**src/hdl/esfd_pkg.sv**
```systemverilog
// Shared types, constants and calendar helpers for the epoch-seconds to FAT
// date/time converter. No dependencies; every other file of the block but esfd_checker imports it.
package esfd_pkg;

  localparam int unsigned EpochW   = 32;
  localparam int unsigned DaysW    = 16;  // days since 1970 stay below 49711
  localparam int unsigned YearOffW = 8;   // years since 1970, at most 136
  localparam int unsigned MonthW   = 4;
  localparam int unsigned RemW     = 6;   // remainder of a division by 60 or 24
  localparam int unsigned QDepth   = 2;

  // Reciprocals for exact division of any 32-bit value: q = (t * Recip) >> Shift.
  localparam logic [EpochW-1:0]    RecipSixty     = 32'h8888_8889;  // ceil(2^37 / 60)
  localparam int unsigned          ShiftSixty     = 37;
  localparam logic [EpochW-1:0]    RecipDay       = 32'hAAAA_AAAB;  // ceil(2^36 / 24)
  localparam int unsigned          ShiftDay       = 36;
  localparam logic [RemW-1:0]      Sixty          = 6'd60;
  localparam logic [RemW-1:0]      DayHours       = 6'd24;
  localparam logic [YearOffW-1:0]  FatYearOff     = 8'd10;   // 1980 - 1970
  localparam logic [YearOffW-1:0]  NonLeapCentOff = 8'd130;  // 2100 - 1970
  localparam logic [MonthW-1:0]    LastMonth      = 4'd11;   // December, zero based

  typedef enum logic [1:0] {
    PH_SEC,
    PH_MIN,
    PH_HOUR
  } div_phase_e;

  typedef enum logic [1:0] {
    F_IDLE,
    F_DIV,
    F_PUSH
  } front_state_e;

  typedef enum logic [1:0] {
    B_IDLE,
    B_YEAR,
    B_MONTH,
    B_DONE
  } back_state_e;

  // One classified item on its way from the front to the back.
  typedef struct packed {
    logic             zero;
    logic [DaysW-1:0] days;
    logic [4:0]       hour;
    logic [5:0]       minute;
    logic [4:0]       half_sec;
  } esfd_item_t;

  // Leap rule over 1970..2106: year divisible by 4, except 2100.
  // 1970 + off is a multiple of 4 exactly when off mod 4 is 2.
  function automatic logic is_leap(logic [YearOffW-1:0] off);
    return (off[1:0] == 2'd2) && (off != NonLeapCentOff);
  endfunction

  function automatic logic [8:0] year_len(logic leap);
    return leap ? 9'd366 : 9'd365;
  endfunction

  function automatic logic [4:0] month_len(logic [MonthW-1:0] m, logic leap);
    logic [4:0] d;
    unique case (m)
      4'd1:                      d = leap ? 5'd29 : 5'd28;
      4'd3, 4'd5, 4'd8, 4'd10:   d = 5'd30;
      default:                   d = 5'd31;
    endcase
    return d;
  endfunction

endpackage

```
**src/hdl/esfd_front.sv**
```systemverilog
// Front end: accepts seconds, splits off second, minute and hour by
// reciprocal multiplication, one division a cycle, and hands the day count on.
// Depends on esfd_pkg.
module esfd_front import esfd_pkg::*; (
  input  logic              clk_i,
  input  logic              rst_ni,
  input  logic              in_valid_i,
  output logic              in_stall_o,
  input  logic [EpochW-1:0] epoch_seconds_i,
  output logic              push_valid_o,
  input  logic              push_ready_i,
  output esfd_item_t        push_item_o
);

  front_state_e      state_q, state_d;
  div_phase_e        phase_q, phase_d;
  logic [EpochW-1:0] work_q, work_d;
  logic [RemW-1:0]   sec_q, sec_d;
  logic [RemW-1:0]   min_q, min_d;
  logic [4:0]        hour_q, hour_d;
  logic              zero_q, zero_d;

  logic [EpochW-1:0]   recip;
  logic [2*EpochW-1:0] prod;
  logic [EpochW-1:0]   quo_nx;
  logic [RemW-1:0]     quo_lo;
  logic [RemW-1:0]     back_mul;
  logic [RemW-1:0]     rem_nx;

  // Divide by 60 or 24 with one reciprocal multiply; the remainder is below 64,
  // so only the low bits of quotient times divisor are needed.
  always_comb begin
    recip = (phase_q == PH_HOUR) ? RecipDay : RecipSixty;
    prod  = work_q * recip;
    if (phase_q == PH_HOUR) quo_nx = EpochW'(prod[2*EpochW-1:ShiftDay]);
    else                    quo_nx = EpochW'(prod[2*EpochW-1:ShiftSixty]);
    quo_lo   = quo_nx[RemW-1:0];
    back_mul = (phase_q == PH_HOUR) ? quo_lo * DayHours : quo_lo * Sixty;
    rem_nx   = work_q[RemW-1:0] - back_mul;
  end

  always_comb begin
    state_d = state_q;
    phase_d = phase_q;
    work_d  = work_q;
    sec_d   = sec_q;
    min_d   = min_q;
    hour_d  = hour_q;
    zero_d  = zero_q;
    in_stall_o   = 1'b1;
    push_valid_o = 1'b0;
    unique case (state_q)
      F_IDLE: begin
        in_stall_o = 1'b0;
        if (in_valid_i) begin
          work_d  = epoch_seconds_i;
          phase_d = PH_SEC;
          zero_d  = (epoch_seconds_i == '0);
          state_d = F_DIV;
        end
      end
      F_DIV: begin
        work_d = quo_nx;
        unique case (phase_q)
          PH_SEC: begin
            sec_d   = rem_nx;
            phase_d = PH_MIN;
          end
          PH_MIN: begin
            min_d   = rem_nx;
            phase_d = PH_HOUR;
          end
          default: begin
            hour_d  = rem_nx[4:0];
            state_d = F_PUSH;
          end
        endcase
      end
      F_PUSH: begin
        push_valid_o = 1'b1;
        if (push_ready_i) state_d = F_IDLE;
      end
      default: state_d = F_IDLE;
    endcase
  end

  assign push_item_o.zero     = zero_q;
  assign push_item_o.days     = work_q[DaysW-1:0];
  assign push_item_o.hour     = hour_q;
  assign push_item_o.minute   = min_q;
  assign push_item_o.half_sec = sec_q[RemW-1:1];

  always_ff @(posedge clk_i or negedge rst_ni) begin
    if (!rst_ni) begin
      state_q <= F_IDLE;
      phase_q <= PH_SEC;
    end else begin
      state_q <= state_d;
      phase_q <= phase_d;
    end
  end

  always_ff @(posedge clk_i) begin
    work_q <= work_d;
    sec_q  <= sec_d;
    min_q  <= min_d;
    hour_q <= hour_d;
    zero_q <= zero_d;
  end

endmodule

```
**src/hdl/esfd_queue.sv**
```systemverilog
// Two-entry queue that decouples the division front from the calendar back.
// Depends on esfd_pkg for the item type and depth.
module esfd_queue import esfd_pkg::*; (
  input  logic       clk_i,
  input  logic       rst_ni,
  input  logic       push_valid_i,
  output logic       push_ready_o,
  input  esfd_item_t push_item_i,
  output logic       pop_valid_o,
  input  logic       pop_ready_i,
  output esfd_item_t pop_item_o
);

  esfd_item_t entries_q [QDepth];
  logic       wr_ptr_q, rd_ptr_q;
  logic [1:0] count_q;
  logic       do_push, do_pop;

  assign push_ready_o = (count_q != 2'(QDepth));
  assign pop_valid_o  = (count_q != 2'd0);
  assign pop_item_o   = entries_q[rd_ptr_q];
  assign do_push      = push_valid_i && push_ready_o;
  assign do_pop       = pop_valid_o && pop_ready_i;

  always_ff @(posedge clk_i or negedge rst_ni) begin
    if (!rst_ni) begin
      wr_ptr_q <= 1'b0;
      rd_ptr_q <= 1'b0;
      count_q  <= '0;
    end else begin
      if (do_push) wr_ptr_q <= ~wr_ptr_q;
      if (do_pop)  rd_ptr_q <= ~rd_ptr_q;
      priority if (do_push && !do_pop) count_q <= count_q + 2'd1;
      else if (do_pop && !do_push)     count_q <= count_q - 2'd1;
    end
  end

  always_ff @(posedge clk_i) begin
    if (do_push) entries_q[wr_ptr_q] <= push_item_i;
  end

endmodule

```
**src/hdl/esfd_back.sv**
```systemverilog
// Back end: walks years from 1970 and months of the year reached, one step
// a cycle, then packs the FAT words into the output register. Uses esfd_pkg.
module esfd_back import esfd_pkg::*; (
  input  logic       clk_i,
  input  logic       rst_ni,
  input  logic       pop_valid_i,
  output logic       pop_ready_o,
  input  esfd_item_t pop_item_i,
  output logic       out_valid_o,
  input  logic       out_stall_i,
  output logic [15:0] fat_date_o,
  output logic [15:0] fat_time_o,
  output logic       zero_result_o
);

  back_state_e         state_q, state_d;
  logic [DaysW-1:0]    days_q, days_d;
  logic [YearOffW-1:0] off_q, off_d;
  logic [MonthW-1:0]   month_q, month_d;
  logic [4:0]          hour_q, hour_d;
  logic [5:0]          min_q, min_d;
  logic [4:0]          hsec_q, hsec_d;
  logic                zero_q, zero_d;

  logic                out_valid_q, out_valid_d;
  logic [15:0]         date_q, date_d;
  logic [15:0]         time_q, time_d;
  logic                zres_q, zres_d;

  logic                leap;
  logic [DaysW-1:0]    ylen, mlen;
  logic [YearOffW-1:0] fat_year;
  logic                out_free;

  assign leap     = is_leap(off_q);
  assign ylen     = DaysW'(year_len(leap));
  assign mlen     = DaysW'(month_len(month_q, leap));
  assign fat_year = off_q - FatYearOff;
  assign out_free = !out_valid_q || !out_stall_i;

  always_comb begin
    state_d = state_q;
    days_d  = days_q;
    off_d   = off_q;
    month_d = month_q;
    hour_d  = hour_q;
    min_d   = min_q;
    hsec_d  = hsec_q;
    zero_d  = zero_q;
    date_d  = date_q;
    time_d  = time_q;
    zres_d  = zres_q;
    out_valid_d = out_valid_q && out_stall_i;
    pop_ready_o = 1'b0;
    unique case (state_q)
      B_IDLE: begin
        pop_ready_o = 1'b1;
        if (pop_valid_i) begin
          days_d  = pop_item_i.days;
          hour_d  = pop_item_i.hour;
          min_d   = pop_item_i.minute;
          hsec_d  = pop_item_i.half_sec;
          zero_d  = pop_item_i.zero;
          off_d   = '0;
          month_d = '0;
          state_d = pop_item_i.zero ? B_DONE : B_YEAR;
        end
      end
      B_YEAR: begin
        if (days_q < ylen) begin
          // Years before 1980 have no FAT encoding.
          if (off_q < FatYearOff) begin
            zero_d  = 1'b1;
            state_d = B_DONE;
          end else begin
            state_d = B_MONTH;
          end
        end else begin
          days_d = days_q - ylen;
          off_d  = off_q + 8'd1;
        end
      end
      B_MONTH: begin
        if (month_q == LastMonth || days_q < mlen) begin
          state_d = B_DONE;
        end else begin
          days_d  = days_q - mlen;
          month_d = month_q + 4'd1;
        end
      end
      B_DONE: begin
        if (out_free) begin
          out_valid_d = 1'b1;
          zres_d      = zero_q;
          if (zero_q) begin
            date_d = '0;
            time_d = '0;
          end else begin
            date_d = {fat_year[6:0], month_q + 4'd1, days_q[4:0] + 5'd1};
            time_d = {hour_q, min_q, hsec_q};
          end
          state_d = B_IDLE;
        end
      end
      default: state_d = B_IDLE;
    endcase
  end

  assign out_valid_o   = out_valid_q;
  assign fat_date_o    = date_q;
  assign fat_time_o    = time_q;
  assign zero_result_o = zres_q;

  always_ff @(posedge clk_i or negedge rst_ni) begin
    if (!rst_ni) begin
      state_q     <= B_IDLE;
      out_valid_q <= 1'b0;
    end else begin
      state_q     <= state_d;
      out_valid_q <= out_valid_d;
    end
  end

  always_ff @(posedge clk_i) begin
    days_q  <= days_d;
    off_q   <= off_d;
    month_q <= month_d;
    hour_q  <= hour_d;
    min_q   <= min_d;
    hsec_q  <= hsec_d;
    zero_q  <= zero_d;
    date_q  <= date_d;
    time_q  <= time_d;
    zres_q  <= zres_d;
  end

endmodule

```
**src/hdl/epoch_seconds_to_fat_datetime_top.sv**
```systemverilog
// Top level of the epoch-seconds to FAT date/time converter.
// Instantiates esfd_front, esfd_queue and esfd_back; uses esfd_pkg.
//
//  channel | direction | handshake                 | payload
//  --------+-----------+---------------------------+-----------------------------------
//  in      | input     | in_valid_i / in_stall_o   | epoch_seconds_i[31:0]
//  out     | output    | out_valid_o / out_stall_i | fat_date_o, fat_time_o, zero_result_o
//
// Front: accept, divide by 60, 60 and 24 (one reciprocal multiply each), then push.
// Back: pop, walk years from 1970 and months of the year reached, then output;
// a zero input skips both walks and goes straight to output.
// The back year walk sets the sustained rate; the front overlaps through the queue.
// Reset clears all control state; the queue and output register come up empty.
// A stalled result holds in the output register while the next item proceeds.
module epoch_seconds_to_fat_datetime_top import esfd_pkg::*; (
  input  logic              clk_i,
  input  logic              rst_ni,
  input  logic              in_valid_i,
  output logic              in_stall_o,
  input  logic [EpochW-1:0] epoch_seconds_i,
  output logic              out_valid_o,
  input  logic              out_stall_i,
  output logic [15:0]       fat_date_o,
  output logic [15:0]       fat_time_o,
  output logic              zero_result_o
);

  // Front to queue
  logic       push_valid, push_ready;
  esfd_item_t push_item;
  // Queue to back
  logic       pop_valid, pop_ready;
  esfd_item_t pop_item;

  // Split off seconds, minutes and hours; flag a zero input.
  esfd_front u_front (
    .clk_i           (clk_i),
    .rst_ni          (rst_ni),
    .in_valid_i      (in_valid_i),
    .in_stall_o      (in_stall_o),
    .epoch_seconds_i (epoch_seconds_i),
    .push_valid_o    (push_valid),
    .push_ready_i    (push_ready),
    .push_item_o     (push_item)
  );

  // Buffer up to two classified transactions so each side stalls on its own.
  esfd_queue u_queue (
    .clk_i        (clk_i),
    .rst_ni       (rst_ni),
    .push_valid_i (push_valid),
    .push_ready_o (push_ready),
    .push_item_i  (push_item),
    .pop_valid_o  (pop_valid),
    .pop_ready_i  (pop_ready),
    .pop_item_o   (pop_item)
  );

  // Walk years and months, then pack and hold the result.
  esfd_back u_back (
    .clk_i         (clk_i),
    .rst_ni        (rst_ni),
    .pop_valid_i   (pop_valid),
    .pop_ready_o   (pop_ready),
    .pop_item_i    (pop_item),
    .out_valid_o   (out_valid_o),
    .out_stall_i   (out_stall_i),
    .fat_date_o    (fat_date_o),
    .fat_time_o    (fat_time_o),
    .zero_result_o (zero_result_o)
  );

endmodule

```
**config.mk**
```make
export PLATFORM = sky130hd
export DESIGN_NAME = epoch_seconds_to_fat_datetime_top
export DESIGN_NICKNAME = d
export VERILOG_FILES = /design/src/hdl/esfd_pkg.sv /design/src/hdl/esfd_front.sv /design/src/hdl/esfd_queue.sv /design/src/hdl/esfd_back.sv /design/src/hdl/epoch_seconds_to_fat_datetime_top.sv
export SDC_FILE = /design/constraint.sdc
export NUM_CORES = 2
export LEC_CHECK = 0
export ABC_CLOCK_PERIOD_IN_PS = 23300
export BUFFER_PORTS_ARGS = -buffer_cell sky130_fd_sc_hd__buf_4
export CORE_AREA = 5 5 243 245
export DETAILED_ROUTE_END_ITERATION = 8
export DIE_AREA = 0 0 248 250
export PLACE_DENSITY = 0.67
export SYNTH_ARGS = -nofsm -noshare
export SYNTH_HDL_FRONTEND = slang
export SYNTH_SLANG_ARGS = --single-unit
```
**constraint.sdc**
```tcl
create_clock -name clk_i -period 23.3 [get_ports clk_i]
set_clock_uncertainty 0.05 [all_clocks]
set_input_delay 2.33 -clock clk_i [delete_from_list [all_inputs] [get_ports clk_i]]
set_output_delay 2.33 -clock clk_i [all_outputs]
set_load 0.02 [all_outputs]
```
; ---- Word-level counts from Yosys, hierarchy flattened
; Memory sizes are Yosys's and may differ from the RTL's.
; Index checks and enable logic that the tools add are counted.
[word_totals]
reg_bits = 139
ram_bits = 66
elab_cells = 151
mem_count = 1
in_bits = 36
[memory_table]
columns = memory, depth, width, read_ports, rd_ports_with_merged_regs, write_ports, line_no
row1 = u_queue.entries_q, 2, 33, 1, 0, 1, esfd_queue.sv:14  ; esfd_item_t entries_q [QDepth];
[classes]
magnitude_cmp = 3
bitwise_logic = 3
reduce_logical = 38
n_mul = 3
n_eq_ne = 27
n_mux = 45
add_sub_neg = 9
[op_table]
columns = cell, n
row1 = $mul 32x32->64, 1
row2 = $pmux 32 s2, 1
row3 = $mux 16, 3
row4 = $pmux 16 s3, 1
row5 = $logic_not 32->1, 1
row6 = $mux 32, 1
row7 = $mux 30, 1
row8 = $mux 28, 1
row9 = $mux 2, 12
row10 = $lt 16x5->1, 1
row11 = $lt 16x9->1, 1
row12 = $mux 8, 2
row13 = $pmux 8 s2, 1
row14 = $sub 16x5->16, 1
row15 = $sub 16x9->16, 1
row16 = $reduce_and 2->1, 7
row17 = $eq 4x4->1 const B, 3
row18 = $mux 1, 12
row19 = $ne 2x2->1 const B, 6
row20 = $reduce_and 3->1, 4
row21 = $reduce_and 4->1, 3
row22 = $eq 2x2->1 const B, 5
row23 = $ne 2x1->1 const B, 5
row24 = $pmux 5 s2, 1
row25 = other kinds (32), 53

; ---- Depth between registers and ports, before layout
[depth]
ltp_word = 8
mapped_depth = 38
mapped_depth_nobuf = 35

; ---- By module
; From an unflattened synthesis, not the netlist that was laid out.
[unflattened]
hier_cells = 2621
hier_area_um2 = 27810.4
[by_module_without_submodules]
columns = mod, cells_each, instances, area_per_inst_um2
row1 = esfd_front, 2105, 1, 20611.0
row2 = esfd_back, 395, 1, 4471.8
row3 = esfd_queue, 121, 1, 2727.6

; ---- Worst setup path after synthesis
; Ideal clock, no wire load.
[synth_path]
path_kind = register -> register
startpoint = register u_front.phase_q[1]
endpoint = register u_front.min_q[5] (data pin)
synth_period_minus_slack_ns = 9.560
slack_ns = 13.740
t_required_ns = 22.986
stages_incl_launch_ff = 37
arrival_time_ns = 9.245
path_cell_list = dfrtp_1 > nor2b_1 > clkbuf_1 > clkbuf_1 > buf_1 > buf_1 > nand2_1 > inv_1 > ha_1 > fa_1 > inv_1 > fa_1 > fa_1 > fa_1 > inv_1 > fa_1 > fa_1 > inv_1 > fa_1 > inv_1 > ha_1 > nand3_2 > nor4_2 > nand4_1 > o22ai_2 > nor2_1 > xor2_1 > nor2_1 > or2_2 > ha_1 > ha_1 > ha_1 > mux2i_1 > ha_1 > a21oi_1 > xnor2_1 > xnor2_1
[synth_between]
elab_chain_cells = 7
[synth_rtl]
columns = element, line_no
row1 = "start, declared", esfd_front.sv:16  ; div_phase_e phase_q, phase_d;
row2 = "start signal, assigned", esfd_front.sv:99  ; phase_q <= phase_d;
row3 = $eq 2x2->1 (*), "esfd_front.sv:33, esfd_front.sv:35, esfd_front.sv:38"
row4 = $mux 30, esfd_front.sv:33  ; recip = (phase_q == PH_HOUR) ? RecipDay : RecipSixty;
row5 = $mul 32x32->64, esfd_front.sv:34  ; prod = work_q * recip;
row6 = $mux 28, esfd_front.sv:35  ; if (phase_q == PH_HOUR) quo_nx = EpochW'(prod[2*EpochW-1:ShiftDay]);
row7 = $mul 6x4->4 or $mul 6x2->3 (tied branches), esfd_front.sv:38  ; back_mul = (phase_q == PH_HOUR) ? quo_lo * DayHours : quo_lo * Sixty;
row8 = $mux 6 (*), esfd_front.sv:38
row9 = $sub 6x6->6 (*), esfd_front.sv:39  ; rem_nx = work_q[RemW-1:0] - back_mul;
row10 = net u_front.rem_nx[5], esfd_front.sv:28  ; logic [RemW-1:0] rem_nx;
row11 = "end signal, assigned", esfd_front.sv:106  ; min_q <= min_d;
row12 = "end, declared", esfd_front.sv:19  ; logic [RemW-1:0] min_q, min_d;
; Mark *: on every way through the listed nets, which the timed path passes. The rest lies on a longest branch.
; A chain may end at the register's enable or synchronous reset.

; ---- Worst setup path in the final report
[layout_path]
startpoint = register u_front.phase_q[1]
endpoint = register u_front.sec_q[5] (data pin)
[layout_between]
elab_chain_cells = 7
[layout_rtl]
columns = element, line_no
row1 = $eq 2x2->1 (*), "esfd_front.sv:33, esfd_front.sv:35, esfd_front.sv:38"
row2 = $mux 30, esfd_front.sv:33
row3 = $mul 32x32->64, esfd_front.sv:34
row4 = $mux 28, esfd_front.sv:35
row5 = $mul 6x4->4 or $mul 6x2->3 (tied branches), esfd_front.sv:38
row6 = $mux 6 (*), esfd_front.sv:38
row7 = $sub 6x6->6 (*), esfd_front.sv:39
row8 = net u_front.rem_nx[5], esfd_front.sv:28
row9 = "end signal, assigned", esfd_front.sv:105  ; sec_q <= sec_d;
row10 = "end, declared", esfd_front.sv:18  ; logic [RemW-1:0] sec_q, sec_d;
; Marked as above.

==> run_results.csv <==
group,metric,value,unit
status,status,"finished, final reports clean",
sta,report.final.slew_viol_count,0,
synth,yosysSeqAreaShare,0.222,
drt,wl_met1,32000,µm
drt,maxUsedRoutingLayer,"met5",
clock_tree,htree_levels,1,
synth,syn_area,27400,µm²
sta,rsz0062_at_grt,"false",
clock_tree,clkSinkCount,204,
clock_tree,clock_latency,0.52,ns
sta,max_freq,97.9,MHz
synth,synth_ff_type,"edfxtp_1",
floorplanning,dieArea,62000,µm²
setup_path,cp_max_fo,45,
layout,design_area,29400,µm²
synth,netlist.area_leader.share,0.304,
floorplanning,initial_core_util,0.481,
clock_tree,cts_buffers,20,
layout,fillers,5180,
setup_path,critPathMaxStageDelay,0.54,ns
floorplanning,ios,71,
synth,synth_common_cells,"635 x inv_1, 415 x fa_1, 396 x ha_1",
layout,drive_gt1_frac,0.0631,
layout,nNetsFinal,3481,
drt,wl_met3,4130,µm
grt,first_global_vias,19882,
setup_path,cp-end-kind,"flop",
clock_tree,path_clk_slew,0.06,ns
setup_path,crit_type,"flop to flop",
layout,regArea,6070,µm²
drt,dr.pass1.iters,5,
clock_tree,cts-root-buf,"clkbuf_16",
synth,avgSynthCellArea,10.6,µm²
layout,multi_input_area,18700,µm²
grt,grt_remaining_overflow,0,
clock_tree,cts_tree,"yes",
grt,antenna_found_initial,2,
sta,worst_slew_pin_slew,1.32,ns
drt,routedWlPerCell,23.1,µm
synth,syn_inst,2579,
min_path,min_path_type,"flop to flop",
setup_path,crit_arrival,10.41,ns
floorplanning,dieWidth,248,µm
drt,vias_per_cell,5.47,
sta,setup_tns,0,ns
floorplanning,fp.dieH,250,µm
drt,ant_nets,0,
clock_tree,cts-hold-fix-buffers,0,
setup_path,cp_slowest_cell,"buf_4",
floorplanning,core_area,56900,µm²
synth,yosysTopAreaCell,"fa_1",
synth,ys_types,80,
placement,gp_congestion,1.01,
synth,synth_area_leaders,"fa_1 30%, edfxtp_1 21%, ha_1 18%, inv_1 8.7%, nand2_1 2.0%",
drt,vias,18682,
clock_tree,cts.repair.resized,0,
synth,async_flop_share,0.0539,
synth,synthMostInstantiatedCell,"inv_1",
setup_path,crit_top_cell,"fa_1",
clock_tree,post-cts-setup-buffer-count,0,
grt,grt_pass1_wl,119000,µm
setup_path,start_kind,"flop",
clock_tree,clock_path_buffers,3,
flow_run,drv_cap,0,
drt,drc,0,
sta,finalCritPeriodShare,0.438,
placement,postPlaceCellArea,28800,µm²
setup_path,worstPathRequired,23.49,ns
drt,finalWirelength,78900,µm
synth,yosysWarnings,0,
synth,synth-edff-count,193,
layout,area.growth.synth_to_final,7.31,%
drt,wl_met2,38200,µm
sta,finalSetupViolations,0,
placement,dp_hpwl,68900,µm
floorplanning,row_count,88,
sta,finalHoldViolCount,0,
synth,syn_nets,3426,
synth,synth-seq-cells,204,
sta,slew_headroom,0.116,
grt,grt_max_degree,46,
sta,layout_min_cycle_time,10.22,ns
grt,track_usage,0.256,
placement,io_buffers,70,
drt,drtIter0Drc,1266,
## layout by cell type (no fill, tap or decap), types with 16 or more instances in the layout
cell       Yosys  routed
nand3_1       31      31
inv_1        635     635
xor2_1        27      27
mux2_2        19      19
and2_1        18      18
buf_4          1      83
a21o_1        29      29
nand4_1       20      20
ha_1         396     396
nor2_1        98      97
nor2b_1       35      33
a21oi_1       93      93
nand2_1      144     144
o211ai_1      16      16
fa_1         415     415
o21ai_0       64      64
edfxtp_1     193     193
clkbuf_16      0      20
xnor2_1       48      48
## cells by family after synthesis
kind of cell,after synthesis,synth area share
AOI/OAI and AO/OA,335,0.0828
xor gates and xnor gates,78,0.0263
adders and majority gates,811,0.485
buffers and inverters,685,0.0943
DFF,204,0.222
muxes,35,0.0137
and+or+nand+nor,431,0.0764
## worst paths after layout
path,start,end,slack (ns),cells past startpoint
min,u_front.min_q[2],u_queue.entries_q[1][7],0.40,0
max in group asynchronous,rst_ni,u_front.phase_q[1],21.42,1
max reg2reg,u_front.phase_q[1],u_front.sec_q[5],13.08,34
min reg2reg,u_front.min_q[2],u_queue.entries_q[1][7],0.40,0
min in group asynchronous,rst_ni,u_queue.count_q[0],1.61,1
max,u_front.phase_q[1],u_front.sec_q[5],13.08,34
## state kept, by name, summed over array words and instances (netlist names), 4 cells and up
register / cells
u_front.hour_q: 5
u_back.fat_date_o: 16
u_back.days_q: 16
u_back.min_q: 6
u_back.hour_q: 5
u_queue.entries_q: 66
u_back.month_q: 4
u_front.work_q: 32
u_front.sec_q: 5
u_front.min_q: 6
u_back.off_q: 8
u_back.hsec_q: 5
u_back.fat_time_o: 16
## area by class of cell
type	count	area share
Antenna cell	1	0.0000852
Clock buffer	26	0.0178
Clock inverter	10	0.00209
Inverter	635	0.0812
Multi-Input combinational cell	1690	0.638
Sequential cell	204	0.207
Tap cell	765	0.0326
Timing Repair Buffer	83	0.0212
## per-layer routing
layer / track usage / vias up
li1: - / 8515
met3: 0.0361 / 171
met5: 0 / -
met2: 0.427 / 636
met1: 0.330 / 9356
met4: 0.117 / 4
## worst max-delay path: cells and delay by family (launching register included)
| family | cells | cell delay [ns] |
|---|---|---|
| simple gates | 9 | 1.86 |
| compound gates | 2 | 0.45 |
| buf+inv | 7 | 1.40 |
| xor+xnor | 3 | 0.56 |
| flops | 1 | 0.46 |
| mux | 1 | 0.16 |
| fa+ha+maj | 12 | 5.00 |
## per-stage QoR
| stage | hold slack [ns] | std cells | setup slack, ns | util |
|---|---|---|---|---|
| after floorplan | 0.371 | 2579 | 13.74 | - |
| after global placement | 0.372 | 3377 | 13.44 | 0.506 |
| after detailed placement | 0.385 | 3377 | 13.23 | 0.506 |
| after CTS | 0.400 | 3413 | 13.17 | 0.516 |
| after global routing | 0.410 | 3413 | 12.64 | 0.516 |
| final | 0.398 | 3414 | 13.08 | 0.516 |
Power is not shown: default switching activity piles up to over one toggle a cycle in this logic, so the estimate is an artifact.
